[config.mk]
export PLATFORM = sky130hd
export DESIGN_NAME = sal_win_cell
export DESIGN_NICKNAME = d
export VERILOG_FILES = /design/src/sv/sal_pkg.sv /design/src/sv/sal_win_cell.sv
export SDC_FILE = /design/constraint.sdc
export NUM_CORES = 1
export LEC_CHECK = 0
export ABC_CLOCK_PERIOD_IN_PS = 6500
export BUFFER_PORTS_ARGS = -buffer_cell sky130_fd_sc_hd__buf_4
export CAP_MARGIN = 5
export CORE_ASPECT_RATIO = 1.4
export CORE_MARGIN = 3
export CORE_UTILIZATION = 60
export CTS_CLUSTER_SIZE = 28
export DETAILED_ROUTE_END_ITERATION = 8
export PLACE_DENSITY = 0.81
export SLEW_MARGIN = 20
export SYNTH_ARGS = -nofsm -noshare
export SYNTH_HDL_FRONTEND = slang
export SYNTH_SLANG_ARGS = --single-unit
export TNS_END_PERCENT = 10
[constraint.sdc]
create_clock -name clk -period 6.5 [get_ports clk]
set_clock_uncertainty 0.05 [all_clocks]
set_input_delay 0.325 -clock clk [delete_from_list [all_inputs] [get_ports clk]]
set_output_delay 0.325 -clock clk [all_outputs]
set_load 0.03 [all_outputs]
[src/sv/sal_pkg.sv]
// Shared constants, types and the saturation compare of the saturation local-maximum detector.
// No dependencies; every other RTL file imports this package.
package sal_pkg;

    localparam int MAX_WIDTH  = 512;
    localparam int MAX_HEIGHT = 512;

    // Channel and packed saturation cell widths: cell = {chroma, value}.
    localparam int CH_W   = 8;
    localparam int CELL_W = 2 * CH_W;

    localparam int COL_W    = $clog2(MAX_WIDTH);
    localparam int ROW_W    = $clog2(MAX_HEIGHT);
    // The input row runs past the last row while the frame is flushed.
    localparam int IN_ROW_W = $clog2(MAX_HEIGHT + 2);
    localparam int WDIM_W   = $clog2(MAX_WIDTH + 1);
    localparam int HDIM_W   = $clog2(MAX_HEIGHT + 1);

    localparam int DEFAULT_WIDTH  = (512 < MAX_WIDTH) ? 512 : MAX_WIDTH;
    localparam int DEFAULT_HEIGHT = (512 < MAX_HEIGHT) ? 512 : MAX_HEIGHT;

    localparam int CFG_IDX_W  = 1;
    localparam int CFG_DATA_W = 10;

    localparam int IN_DATA_W     = 3 * CH_W;
    localparam int OUT_FIELDS_W  = ROW_W + COL_W + 1;
    localparam int OUT_DATA_W    = ((OUT_FIELDS_W + 7) / 8) * 8;

    typedef logic [CELL_W-1:0]   sat_cell_t;
    typedef logic [2*CELL_W-1:0] ls_word_t;

    typedef enum logic [CFG_IDX_W-1:0] {
        REG_FRAME_WIDTH  = 1'b0,
        REG_FRAME_HEIGHT = 1'b1
    } cfg_reg_t;

    // Line store port control.
    typedef struct packed {
        logic             rd_en;
        logic [COL_W-1:0] rd_addr;
        logic             wr_en;
        logic [COL_W-1:0] wr_addr;
    } ls_ctl_t;

    // True when the saturation of n is strictly below that of s, by cross-multiplying.
    function automatic logic sat_lower(sat_cell_t n, sat_cell_t s);
        logic [CH_W-1:0]   cn;
        logic [CH_W-1:0]   vn;
        logic [CH_W-1:0]   cs;
        logic [CH_W-1:0]   vs;
        logic [2*CH_W-1:0] pn;
        logic [2*CH_W-1:0] ps;
        cn = n[CELL_W-1:CH_W];
        vn = n[CH_W-1:0];
        cs = s[CELL_W-1:CH_W];
        vs = s[CH_W-1:0];
        if (vn == '0)
        begin
            vn = CH_W'(1);
        end
        if (vs == '0)
        begin
            vs = CH_W'(1);
        end
        pn = (2*CH_W)'(cn) * (2*CH_W)'(vs);
        ps = (2*CH_W)'(cs) * (2*CH_W)'(vn);
        return pn < ps;
    endfunction

endpackage

[src/sv/sal_win_cell.sv]
// One cell of the 3x3 window chain: holds a saturation word and compares its incoming word.
// Depends on sal_pkg for the cell type and the saturation compare.
module sal_win_cell
    import sal_pkg::*;
(
    input  logic      clk,
    input  logic      rst_n,
    input  logic      shift_en,
    input  sat_cell_t shift_in,
    input  sat_cell_t center,
    output sat_cell_t value,
    output logic      lower
);

    sat_cell_t value_reg;

    always_ff @(posedge clk or negedge rst_n)
    begin
        if (!rst_n)
        begin
            value_reg <= '0;
        end
        else if (shift_en)
        begin
            value_reg <= shift_in;
        end
    end

    assign value = value_reg;
    // The word shifting in is this cell's content once the window has moved.
    assign lower = sat_lower(shift_in, center);

endmodule

==> run summary <==
STATUS
---------------------------------------------------------------------------------
Result of the run                                                    finished, final reports clean

CELLS AND AREA
---------------------------------------------------------------------------------
Layout overhead on the synthesized area                                     11.3%
Share of post-route cells with drive strength above 1                       0.122
Post-route cell area                                                    5630 um^2
Diodes inserted                                                                 0
Total Nets Final                                                              796
Max reg flops                                                                  16

SETUP PATH
---------------------------------------------------------------------------------
Signal arrival time at the worst endpoint                                 5.72 ns
Start-to-end type of the worst setup path                            primary input to output pin
Kind of end point of the critical path                                 output pin
Critical path cell sequence                                          buf_4, and2_1, fa_1, inv_1, fa_1, inv_1, fa_1, inv_1, fa_1, inv_1, ha_1, or3_1, a21oi_1, o31ai_1, a21oi_1, xnor2_1, ha_1, a21oi_1, o21ai_0, a2111oi_1, o31ai_1, o21ai_0, buf_4
Critical-path cell with the highest stage delay                      sky130_fd_sc_hd__fa_1
Crit start category                                                  primary input
Required time of the worst setup path                                     6.12 ns
Longest individual stage delay on the worst path                          0.54 ns
Worst-case register-to-register setup slack                               5.68 ns
Critical-path maximum fanout                                                    9

ROUTING
---------------------------------------------------------------------------------
Router iterations before antenna repair                                         4
Detailed-route DRC error count                                                  0
Routed WL per cell                                                        16.4 um
Count of nets left with antenna violations after detail routing                 0
Detailed-route via count                                                     3948
Starting DRC count in detailed routing                                        136
Avg Vias per Cell                                                            5.62
Post-detailed-routing wire length                                         11.5 mm

CTS
---------------------------------------------------------------------------------
Number of levels in the clock H-tree                                            1
Number of buffers on the longest clock path                                     2
TritonCTS sink count                                                           16
Cell at the root of the clock tree                                   sky130_fd_sc_hd__clkbuf_16
Source-to-sink clock delay at the later pin of the worst-skew pair        0.24 ns
CTS Buf Count                                                                   3
TritonCTS clock tree                                                         done
Post-CTS setup buffer count                                                     0
Clock-pin transition on the worst setup and hold timing paths             0.04 ns

PLACEMENT
---------------------------------------------------------------------------------
PortBufs                                                                       51
Minimum setup slack after placement                                      0.466 ns
Cell area reported after detailed placement                             5540 um^2
Global placer's final weighted congestion                                   0.926
Post-DP HPWL                                                              10.1 mm

TIMING
---------------------------------------------------------------------------------
Max-slew violation total from the final report                                  0
Slack of the critical path                                               0.407 ns
Transition time of the tightest slew-check pin                           0.806 ns
Max Freq                                                                0.164 GHz
Max_slew headroom                                                           0.449
Number of endpoints with negative hold slack in the final report                0
Setup TNS Final                                                              0 ns
Hold Worst Slack                                                         0.295 ns
Total of endpoints with negative setup slack in the final report                0
Final worst path period need                                              6.09 ns
Final clock period utilization by the worst path                            0.937
Setup repair after global routing missed its margin                         false

YOSYS
---------------------------------------------------------------------------------
Mapped Nets                                                                   745
Sequential fraction of the synthesis area                                  0.0792
Netlist Area Pre-Place                                                  5060 um^2
Post-synthesis area per instance                                        9.18 um^2
Yosys warnings                                                                  0
Count of state elements after synthesis                                        16
Count of unique library cells instantiated by Yosys                            38
Post-Synthesis Cells                                                          551

DIE
---------------------------------------------------------------------------------
Floorplan die area                                                      9580 um^2
# rows                                                                         39
Core outline area                                                       8200 um^2
Width of the die                                                          83.6 um
Initial Utilization                                                         0.617
Height of the die                                                          115 um
I/O pin count                                                                  52

POWER
---------------------------------------------------------------------------------
Pwr dens                                                              307 nW/um^2
Total Power                                                             0.00173 W
VDD IR-drop max                                                        0.000247 V
Leakage power total                                                       2.98 nW

GRT
---------------------------------------------------------------------------------
Largest net degree at the start of global routing                              17
Vias in the first global route                                               4271
Global router's overall resource usage                                      0.249
Initial antenna violation count                                                 0
Global-route wire length before repair                                    19.5 mm
Leftover overflow at the end of global routing                                  0

WORST HOLD PATH
---------------------------------------------------------------------------------
Worst hold path type                                                 primary input to register

RUN
---------------------------------------------------------------------------------
Number of maximum-capacitance violations                                        0

[repair_timing]
item / 4_1_cts / 5_1_grt
endpoints found under the hold margin: 16 / 0
hold buffers: 1 / 0
gates resized for setup: 0 / 1
setup endpoints to repair: 0 / 1
[power breakdown]
| part | total (W) | switching, W | internal [W] |
|---|---|---|---|
| sequential | 0.000115 | 0.00000547 | 0.000110 |
| combinational | 0.00150 | 0.000859 | 0.000641 |
| clock | 0.000114 | 0.0000334 | 0.0000803 |
[placed cells by master, fill, tap and decap left out, types with 2 or more instances in the layout]
cell	count
sky130_fd_sc_hd__a21oi_1	25
sky130_fd_sc_hd__o31ai_1	5
sky130_fd_sc_hd__a211oi_1	3
sky130_fd_sc_hd__buf_4	51
sky130_fd_sc_hd__nor3_1	3
sky130_fd_sc_hd__fa_1	72
sky130_fd_sc_hd__or2_1	2
sky130_fd_sc_hd__mux2_2	16
sky130_fd_sc_hd__or3_1	2
sky130_fd_sc_hd__nor4_1	3
sky130_fd_sc_hd__nand2b_1	3
sky130_fd_sc_hd__inv_1	106
sky130_fd_sc_hd__nor2_1	2
sky130_fd_sc_hd__xor2_1	10
sky130_fd_sc_hd__a211o_1	2
sky130_fd_sc_hd__ha_1	87
sky130_fd_sc_hd__a41o_1	2
sky130_fd_sc_hd__dfrtp_1	16
sky130_fd_sc_hd__xnor2_1	13
sky130_fd_sc_hd__o21a_1	2
sky130_fd_sc_hd__o21bai_1	4
sky130_fd_sc_hd__clkbuf_16	3
sky130_fd_sc_hd__nor2b_1	8
sky130_fd_sc_hd__and2_1	88
sky130_fd_sc_hd__o21ai_0	11
sky130_fd_sc_hd__nand3_1	4
sky130_fd_sc_hd__nand2_1	39
sky130_fd_sc_hd__a21o_1	6
sky130_fd_sc_hd__a21oi_2	2
[per-layer routing]
layer  track usage  vias to the layer above  share of wire
met5             0                        -              0
met4         0.103                        0          0.052
met1         0.269                     1940           0.36
met2         0.487                      100           0.56
li1              -                     1867              -
met3        0.0274                       41          0.027
[cell type report]
cell class                      count  area [um^2]
Clock buffer                        3         75.1
Fill cell                         649         2570
Inverter                          106          398
Multi-Input combinational cell    423         4230
Sequential cell                    16          400
Tap cell                          102          128
Timing Repair Buffer               52          393
[critical path, delay by kind of cell]
kind                       cells  cell delay, ns
xor gates and xnor gates       1            0.19
adders and majority gates      6            2.56
and+or+nand+nor                2            0.58
buffers and inverters          6            0.57
AOI/OAI and AO/OA              8            1.51
[worst paths after layout]
| path | endpoint | cells past startpoint | from |
|---|---|---|---|
| worst max-delay path | lower | 23 | center[2] |
| worst min-delay path | value[0] | 2 | shift_in[0] |
| worst max register to register | value[5] | 1 | value[5] |
| worst min register to register | value[8] | 1 | value[8] |
| max in group asynchronous | value[4] | 2 | rst_n |
| min in group asynchronous | value[13] | 2 | rst_n |
[Yosys cell counts, drive strengths merged]
| cell type | number | area share |
|---|---|---|
| o21bai | 4 | 0.0059 |
| dfrtp | 16 | 0.079 |
| a41oi | 1 | 0.0017 |
| o21a | 2 | 0.0030 |
| nor2 | 2 | 0.0015 |
| o2111ai | 1 | 0.0017 |
| o211a | 1 | 0.0020 |
| nand3 | 4 | 0.0040 |
| nand4 | 1 | 0.0012 |
| xor2 | 10 | 0.017 |
| buf | 5 | 0.0047 |
| xnor2 | 13 | 0.023 |
| nand2b | 3 | 0.0037 |
| clkbuf | 1 | 0.00074 |
| fa | 72 | 0.29 |
| o21ai | 11 | 0.011 |
| nand2 | 39 | 0.029 |
| nor3 | 3 | 0.0030 |
| nor4 | 4 | 0.0062 |
| or2 | 2 | 0.0025 |
| a221oi | 1 | 0.0017 |
| ha | 87 | 0.22 |
| and2 | 88 | 0.11 |
| a211o | 2 | 0.0035 |
| o221ai | 1 | 0.0017 |
| o31ai | 5 | 0.0074 |
| mux2 | 16 | 0.036 |
| or3 | 2 | 0.0025 |
| a2111oi | 2 | 0.0035 |
| inv | 106 | 0.079 |
| a41o | 2 | 0.0040 |
| a21o | 6 | 0.0089 |
| a211oi | 3 | 0.0045 |
| nor2b | 8 | 0.0099 |
| a21oi | 27 | 0.028 |
[through the flow]
| step | std cells | utilization |
|---|---|---|
| floorplan | 551 | - |
| global placement | 698 | 0.676 |
| detailed placement | 698 | 0.676 |
| CTS | 702 | 0.686 |
| global route | 702 | 0.686 |
| finish | 702 | 0.686 |
[cells by family after synthesis]
logic type               share of synthesized area
multiplexers                                0.0356
buffers and inverters                       0.0841
flip-flops                                  0.0792
adder cells (fa/ha/maj)                      0.500
AND/OR/NAND/NOR                              0.172
AO/OA/AOI/OAI                               0.0886
XOR/XNOR                                    0.0398
(Power assumes the default switching activity.)
